===== src/pfba_pkg.sv =====
`default_nettype none

package pfba_pkg;

    // Pages held in one bitmap word, and the bits that select a page within it.
    localparam int WORD_PAGES = 32;
    localparam int WORD_LSB   = 5;

    // Memory map type that marks usable memory.
    localparam logic [7:0] USABLE_TYPE = 8'd1;

    // Request codes carried in the kind field.
    typedef enum logic [1:0] {
        KIND_ADD     = 2'd0,
        KIND_RESERVE = 2'd1,
        KIND_ALLOC   = 2'd2,
        KIND_FREE    = 2'd3
    } t_kind;

    // Control handed to the word update logic for the word now being read.
    typedef struct packed {
        t_kind                 kind;
        logic [WORD_LSB-1:0]   lo_bit;
        logic [WORD_LSB-1:0]   hi_bit;
        logic                  usable;
    } t_word_ctl;

endpackage

`default_nettype wire


===== src/pfba_word_unit.sv =====
`default_nettype none

// Read-modify-write logic for one bitmap word.
// Word layout: taken bits in the upper half, present bits in the lower half.
module pfba_word_unit (
    input  wire pfba_pkg::t_word_ctl                         i_ctl,
    input  wire logic [2*pfba_pkg::WORD_PAGES-1:0]           i_rd_data,
    output logic      [2*pfba_pkg::WORD_PAGES-1:0]           o_wr_data,
    output logic                                             o_found,
    output logic      [pfba_pkg::WORD_LSB-1:0]               o_found_bit
);

    localparam int W  = pfba_pkg::WORD_PAGES;
    localparam int LW = pfba_pkg::WORD_LSB;

    logic [W-1:0] w_present;
    logic [W-1:0] w_taken;
    logic [W-1:0] w_mask;
    logic [W-1:0] w_free;
    logic [W-1:0] w_pick;
    logic [W-1:0] w_present_n;
    logic [W-1:0] w_taken_n;

    assign w_present = i_rd_data[W-1:0];
    assign w_taken   = i_rd_data[2*W-1:W];

    // Pages of this word that fall inside the requested range.
    always_comb begin
        for (int j = 0; j < W; j++) begin
            w_mask[j] = (LW'(j) >= i_ctl.lo_bit) && (LW'(j) <= i_ctl.hi_bit);
        end
    end

    // Lowest page that is present and not taken, isolated as a one-hot word.
    assign w_free  = w_present & ~w_taken;
    assign w_pick  = w_free & (~w_free + W'(1));
    assign o_found = |w_free;

    // Encode the one-hot pick into a bit index.
    always_comb begin
        o_found_bit = '0;
        for (int j = 0; j < W; j++) begin
            if (w_pick[j]) begin
                o_found_bit = o_found_bit | LW'(j);
            end
        end
    end

    // Apply the request to the word.
    always_comb begin
        w_present_n = w_present;
        w_taken_n   = w_taken;
        case (i_ctl.kind)
            pfba_pkg::KIND_ADD: begin
                w_present_n = i_ctl.usable ? (w_present | w_mask) : (w_present & ~w_mask);
                w_taken_n   = w_taken & ~w_mask;
            end
            pfba_pkg::KIND_RESERVE: begin
                w_taken_n = w_taken | w_mask;
            end
            pfba_pkg::KIND_ALLOC: begin
                w_taken_n = w_taken | w_pick;
            end
            pfba_pkg::KIND_FREE: begin
                w_taken_n = w_taken & ~w_mask;
            end
            default: begin
                w_taken_n = w_taken;
            end
        endcase
    end

    assign o_wr_data = {w_taken_n, w_present_n};

endmodule

`default_nettype wire


===== config.mk =====
export PLATFORM = sky130hd
export DESIGN_NAME = pfba_word_unit
export DESIGN_NICKNAME = d
export VERILOG_FILES = /design/src/pfba_pkg.sv /design/src/pfba_word_unit.sv
export SDC_FILE = /design/constraint.sdc
export NUM_CORES = 1
export LEC_CHECK = 0
export ABC_AREA = 1
export BUFFER_PORTS_ARGS = -buffer_cell sky130_fd_sc_hd__clkbuf_2
export CORE_MARGIN = 2
export CORE_UTILIZATION = 40
export DETAILED_ROUTE_END_ITERATION = 12
export PLACE_DENSITY = 0.7
export SYNTH_ARGS = -nofsm -noshare
export SYNTH_HDL_FRONTEND = slang
export SYNTH_SLANG_ARGS = --single-unit
export TNS_END_PERCENT = 20

===== constraint.sdc =====
create_clock -name vclk -period 1.2
set_input_delay 0 -clock vclk [all_inputs]
set_output_delay 0 -clock vclk [all_outputs]
set_load 0.05 [all_outputs]

==> results.md, run 1 <==
* # port buffers at 147
* Tot GR Track Use at 0.756
* Register area share after synthesis at 0
* CTS Hold Buffers Added at 0
* Die Width at ~94 um
* Mapped Area at 3230 um2
* Io pins at 147
* Failed at: global routing (5_1_grt)
* Overflow after GRT at 47
* Synth cell types at 40
* Status: stopped before the end
* Error: [ERROR GRT-0232] Routing congestion too high. Check the congestion heatmap in the GUI.
* Crit. endpoint post-GRT repair: o_found_bit[2]
* Pin count of the biggest net entering global routing at 27
* Initial Util at 0.416
* Syn_nets at 765
* Placed wire-length estimate at ~14000 um
* Cells after Synth at 686
* Yosys Warn Count at 0
* FP Rows at 32
* WEP type: top-level output
* Syn_area_per_cell at 4.71 um2
* Routability cong. at 0.984
* Die Y at 93.9 um
-- cells by family after synthesis --
| group | count (synthesis) | synth area share |
|---|---|---|
| AOI/OAI and AO/OA | 126 | 0.220 |
| adders and majority gates | 2 | 0.00774 |
| buffers and inverters | 152 | 0.184 |
| and+or+nand+nor | 400 | 0.570 |
| muxes | 6 | 0.0186 |
-- metrics by stage --
stage               setup WS [ns]  instance area [um2]  hold WS [ns]  setup TNS, ns  std cells
floorplan                  -0.221                 3340         0.203          -2.14        686
global placement           -0.322                 5890         0.386         -10.14       1074
detailed placement         -0.339                 5890         0.392         -12.21       1074
CTS                        -0.215                 6750         0.366          -5.70       1085
-- layer usage --
layer | overflow | GRT usage
met5 | 0 | 0.135
met4 | 18 | 0.780
met3 | 2 | 0.628
met2 | 27 | 0.946
met1 | 0 | 0.715
-- synth_stat cells (all sizes together) --
library cell	instances	area share
inv	130	0.15
a311oi	1	0.0027
mux2i	6	0.019
o21ai	65	0.10
nand3b	2	0.0046
a21oi	36	0.056
o2111ai	1	0.0027
clkbuf	13	0.015
o21a	2	0.0046
o211ai	6	0.014
o221ai	1	0.0027
nor2	109	0.16
nor3	11	0.027
and2	1	0.0019
a2bb2oi	1	0.0027
nand2	226	0.29
buf	6	0.010
nor4	1	0.0019
nand4	10	0.019
a211oi	1	0.0023
a221oi	2	0.0093
a31oi	10	0.019
or3	1	0.0035
clkinv	3	0.0074
nand3	39	0.063
ha	2	0.0077
-- timing repair --
item / in CTS
buffers inserted: 11
pin swaps: 73
resized for setup: 236
endpoints found under the setup margin: 69
==> run 2: changes to the inputs <==
Settings changed: CORE_UTILIZATION 40 to 25, PLACE_DENSITY 0.7 to default, PLACE_DENSITY_LB_ADDON from default to 0.15.
==> run 2 against run 1 <==
  * Synthesized area stayed put
  * Synthesized cell count unchanged
  * The flow now finishes, with violations (negative setup slack)
==> results.md, run 2 <==
* Hold WS at between 0.3 and 0.4 ns
* Area leader, netlist: nand2_1
* Tot GR Track Use at 0.241
* ANT nets after route at 0
* Status: finished, violations left
* TritonRoute pass-1 iters at 5
* Worst path required time at 1.20 ns
* CTS Hold Buffers Added at 0 (unchanged)
* Max cap viols at 0
* Post-synth top area share at 0.239 (unchanged)
* Setup violators final at 53
* DR DRC count at 0
* Non-Filler Instances at 1193
* Cells after Synth at 686 (unchanged)
* Area Overhead vs Synth at 141%
* Slew @ Worst Pin at about 0.55 ns
* Slew Viols, Final at 0
* RSZ-0062 raised after global routing: true
* Mapped Area at 3230 um2 (unchanged)
* VDD IR max at around 0.33 mV
* Util after Layout at 0.618
* Slew HR at 0.633
* Share of post-route cells with drive strength above 1 at 0.604
* Clock buf count at 0
* CP max stage cell: buf_12
* Crit path max fanout at 4
* Pin count of the biggest net entering global routing at 18
* Placed cell area at 6170 um2 (+4.9%)
* Initial antenna violation count at 0
* Total power at 0.00391 W
* DP Cell Count at 1172 (+9.1%)
* FP Rows at 41 (+28%)
* Synth cell types at 40 (unchanged)
* Placed wire-length estimate at 14900 um (+5.2%)
* Commonest non-fill, non-tap cell in the layout: buf_4
* Failing checks: negative setup slack
* Register area at 0 um2
* Core area at 12600 um2
* Die Y at 118 um (+25%)
* FFs & Latches at 0
* Yosys Warn Count at 0 (unchanged)
* N_diodes at 0
* Register area share after synthesis at 0 (unchanged)
* Multi-input logic area at 3660 um2
* Most common cell in the netlist: nand2_1
* Syn_nets at 765 (unchanged)
* Worst setup margin at -0.216 ns
* Post-layout min period at 1.42 ns
* Highest Clock Rate at 0.706 GHz
* Overflow after GRT at 0
* Top delay family on crit path: simple AND/OR/NAND/NOR gates
* Crit Path Class: input port to output port
* Fillers at 1237
* Syn_area_per_cell at 4.71 um2 (unchanged)
* Final Hold Fails at 0
* Ranking of synthesized cells by area: nand2_1 (24%), inv_1 (14%), nor2_1 (11%), o21ai_0 (8.0%), nand3_1 (5.7%)
* Routability cong. at 0.979 (-0.52%)
* Global-route wire length before repair at 27300 um
* Die Width at 118 um (+25%)
* Stages on worst setup path at 15
* Die ar. at 13900 um2
* Via density at 4.70
* Routed len/inst at 15.3 um
* Synth cell count leaders: nand2_1 (206), inv_1 (119), nor2_1 (97)
* First-iteration detailed-routing DRC count at 240
* Startpoint Class: input port
* WP buf/inv at 5
* Critical Path, Cell by Cell: buf_8, inv_4, nand2_4, nand2_8, nor2_8, nand2_8, clkinv_8, buf_8, nand2_4, nand2_2, nor2_2, nand2_1, nor2_2, nand3_2, buf_12
* # port buffers at 147 (unchanged)
* Final nets at 1102
* Worst hold path class: input port to output port
* CP Data Arrival Time at 1.42 ns
* Total Wirelength at between 15000 and 20000 um
* Most frequent cells in the layout: buf_4 (199), nand2_1 (130), inv_1 (90)
* PwrDens at around 500 nW/um2
* Max stage delay on crit path at 0.17 ns
* Vias at about 5600
* Final period util at 1.18
* Initial Util at 0.256 (-0.160)
* Leakage at between 4 and 5 nW
* Post-route design area at 7790 um2
* Vias in the first global route at 5326
* Io pins at 147 (unchanged)
* Hold path depth at 4
* Crit. End Element: output port
## run 2: cell counts after synthesis
No cell type changed its count.
## run 2: cell type report
| class | instances | share of cell area |
|---|---|---|
| timing repair buffer | 354 | 0.434 |
| multi-input combinational | 534 | 0.470 |
| tap | 172 | 0.0276 |
| inverter | 133 | 0.0689 |
## run 2: metal layers
| layer | up-vias | global-route usage | share of wire |
|---|---|---|---|
| li1 | 2835 | - | - |
| met4 | 0 | 0.0279 | 0.021 |
| met1 | 2542 | 0.327 | 0.44 |
| met2 | 198 | 0.418 | 0.48 |
| met5 | - | 0 | 0 |
| met3 | 32 | 0.0344 | 0.057 |
## run 2: through the flow
stage / TNS (ns) / worst slack (ns)
6_report: -4.76 / -0.216
5_1_grt: -10.46 / -0.290
4_1_cts: -7.24 / -0.250
3_5_place_dp: -13.96 / -0.448
3_3_place_gp: -13.88 / -0.446
2_1_floorplan: -2.14 / -0.221
## run 2: path summary, 6_finish.rpt
path                           from              to  slack (ns)
worst max-delay path  i_rd_data[33]  o_found_bit[1]       -0.22
worst min-delay path  i_rd_data[12]   o_wr_data[12]        0.35
## run 2: power breakdown
part	switching [W]	internal [W]	total (W)
Clock	0	0	0
Sequential	0	0	0
Combinational	0.00220	0.00171	0.00391
Total	0.00220	0.00171	0.00391
## run 2: cells by family after synthesis
| group | Yosys count | synth area share |
|---|---|---|
| simple gates | 400 | 0.570 |
| buf+inv | 152 | 0.184 |
| compound gates | 126 | 0.220 |
| mux | 6 | 0.0186 |
| fa+ha+maj | 2 | 0.00774 |
## run 2: repair_timing
item / 4_1_cts / 5_1_grt
endpoints found under the hold margin: 0 / 0
resized for setup: 163 / 312
pin swaps: 50 / 82
endpoints found under the setup margin: 70 / 70
setup buffers: 11 / 11
Note: power is estimated with default switching activity, not from simulation.
==> run 3: changes to the inputs <==
Settings changed: CORE_ASPECT_RATIO from default to 1.4.
==> run 3 against run 2 <==
  * The run still ends with negative setup slack left
  * First-iteration DRC count decreased by 1.3%
  * Cell area increased by 0.32%
  * Combinational power about the same
  * Sequential share of layout area unchanged
  * Count of clock-buffer cells in the layout unchanged
  * Worst setup slack got worse by 0.062 ns
  * Utilization decreased by 0.45 points
==> results.md, run 3 (synthesis results as in run 2) <==
* Global-route wire length before repair at 27100 um (-0.73%)
* Pre-CTS setup slack at -0.448 ns (-0.000344 ns)
* Most frequent cells in the layout: buf_4 (178), nand2_1 (124), inv_1 (82)
* CP Data Arrival Time at 1.48 ns (+0.06 ns)
* Initial Util at 0.254 (-0.00266)
* Final period util at 1.23 (+0.0519)
* Worst path required time at 1.20 ns (about the same)
* Total power at 0.00392 W (+0.41%)
* Placed wire-length estimate at 14600 um (-1.9%)
* Non-Filler Instances at 1161 (-2.7%)
* PwrDens at 502 nW/um2 (about the same)
* Crit Path Class: input port to output port
* Slew HR at 0.733 (+0.0994)
* Core area at 12800 um2 (+1.1%)
* Worst setup margin at -0.278 ns (-0.0623 ns)
* Highest Clock Rate at 0.676 GHz (-4.2%)
* Die Width at 100 um (-15%)
* Overflow after GRT at 0 (unchanged)
* VDD IR max at 0.283 mV (-15%)
* Io pins at 147 (unchanged)
* Crit path max fanout at 4 (unchanged)
* Placed cell area at 6140 um2 (-0.51%)
* Share of post-route cells with drive strength above 1 at 0.613 (+0.00879)
* Startpoint Class: input port
* Final Hold Fails at 0 (unchanged)
* Status: finished, violations left
* Post-layout min period at 1.48 ns (+0.0623 ns)
* Met3 usage at 0.0212 (-0.0132)
* Die ar. at 13900 um2 (about the same)
* Logic pwr share at 1.000 (about the same)
* # port buffers at 147 (unchanged)
* Final nets at 1089 (-1.2%)
* Sequential fraction of design power at 0 (unchanged)
* Int Pwr at 0.00171 W (about the same)
* ANT nets after route at 0 (unchanged)
* Sw Share at 0.565 (+0.00173)
* Routability cong. at 0.980 (+0.10%)
* Clock buf count at 0 (unchanged)
* Clk network pwr share at 0 (unchanged)
* Util after Layout at 0.613 (-0.00446)
* Tot GR Track Use at 0.243 (+0.00123)
* DR DRC count at 0 (unchanged)
* CTS Hold Buffers Added at 0 (unchanged)
* Met1 Use GR at 0.282 (-0.0453)
* FP Rows at 49 (+20%)
* First-iteration detailed-routing DRC count at 237 (-1.3%)
* N_diodes at 0 (unchanged)
* Max cap viols at 0 (unchanged)
* Vias at 5532 (-1.3%)
* Slew @ Worst Pin at 0.398 ns (-0.150 ns)
* Via density at 4.76 (+1.4%)
* Setup violators final at 56 (+5.7%)
* Pin count of the biggest net entering global routing at 23 (+5)
* DP Cell Count at 1141 (-2.6%)
* Commonest non-fill, non-tap cell in the layout: buf_4
* Switching power at 0.00222 W (+0.72%)
* Routed len/inst at 15.5 um (+1.0%)
* FFs & Latches at 0 (unchanged)
* Register area at 0 um2 (unchanged)
* Crit. End Element: output port
* TritonRoute pass-1 iters at 4 (-1)
* Leakage at 4.09 nW (-0.63%)
* Total Wirelength at 18000 um (-1.7%)
* Area Overhead vs Synth at 142%
* Worst hold path class: input port to output port
* Die Y at 139 um (+18%)
* Grt peak-use layer: met2
* Slew Viols, Final at 0 (unchanged)
* Failing checks: negative setup slack
* Initial antenna violation count at 0 (unchanged)
* Post-route design area at 7820 um2 (+0.32%)
* RSZ-0062 raised after global routing: true
* M2 GR Usage at 0.459 (+0.0419)
* Vias in the first global route at 5348 (+0.41%)
==> run 3: cell types whose count changed in the layout (fill, tap and decap cells not counted), sizes merged <==
cell and change:
clkinvlp +1, inv -1, buf -22, clkbuf +9
==> run 3: worst paths after layout <==
check           from       endpoint  slack [ns]  depth (start not counted)
max     i_rd_data[2]  o_wr_data[54]       -0.28                         13
min    i_rd_data[37]  o_wr_data[37]        0.35                          4
==> run 3: critical path, stage by stage <==
cell and delay, ns:
buf_8 0.10, nand2_4 0.07, buf_6 0.11, nand2_4 0.06, nor2_8 0.14, nand2_8 0.08, buf_12 0.14, nor2_8 0.16
nand3_4 0.12, a21oi_2 0.14, o21ai_1 0.07, nand2_1 0.11, buf_12 0.15
==> run 3: final cells by class <==
type                       count  area, um2
fill                        1210       4930
tap                          153        191
timing repair buffer         341       3310
multi-input combinational    534       3780
inverter                     133        533
==> run 3: through the flow <==
step | setup TNS, ns | hold slack (ns)
global route | -10.94 | 0.380
detailed placement | -14.14 | 0.372
floorplan | -2.14 | 0.203
global placement | -14.59 | 0.372
CTS | -6.50 | 0.368
finish | -5.61 | 0.352
==> run 3: layer usage <==
metal / vias to the layer above / share of wire
met2: 191 / 0.53
met1: 2483 / 0.38
met4: 0 / 0.040
met3: 48 / 0.045
li1: 2810 / -
met5: - / 0
==> run 3: power groups by stage <==
stage	Sequential (W)	Clock (W)	Combinational, W
after floorplan	0	0	0.00164
after global placement	0	0	0.00321
after detailed placement	0	0	0.00321
after CTS	0	0	0.00360
after global routing	0	0	0.00413
final	0	0	0.00392
==> run 3: repair_timing <==
item / CTS / global route
resized for setup: 235 / 223
endpoints found under the setup margin: 70 / 70
pin swaps: 61 / 83
setup buffers: 14 / 8
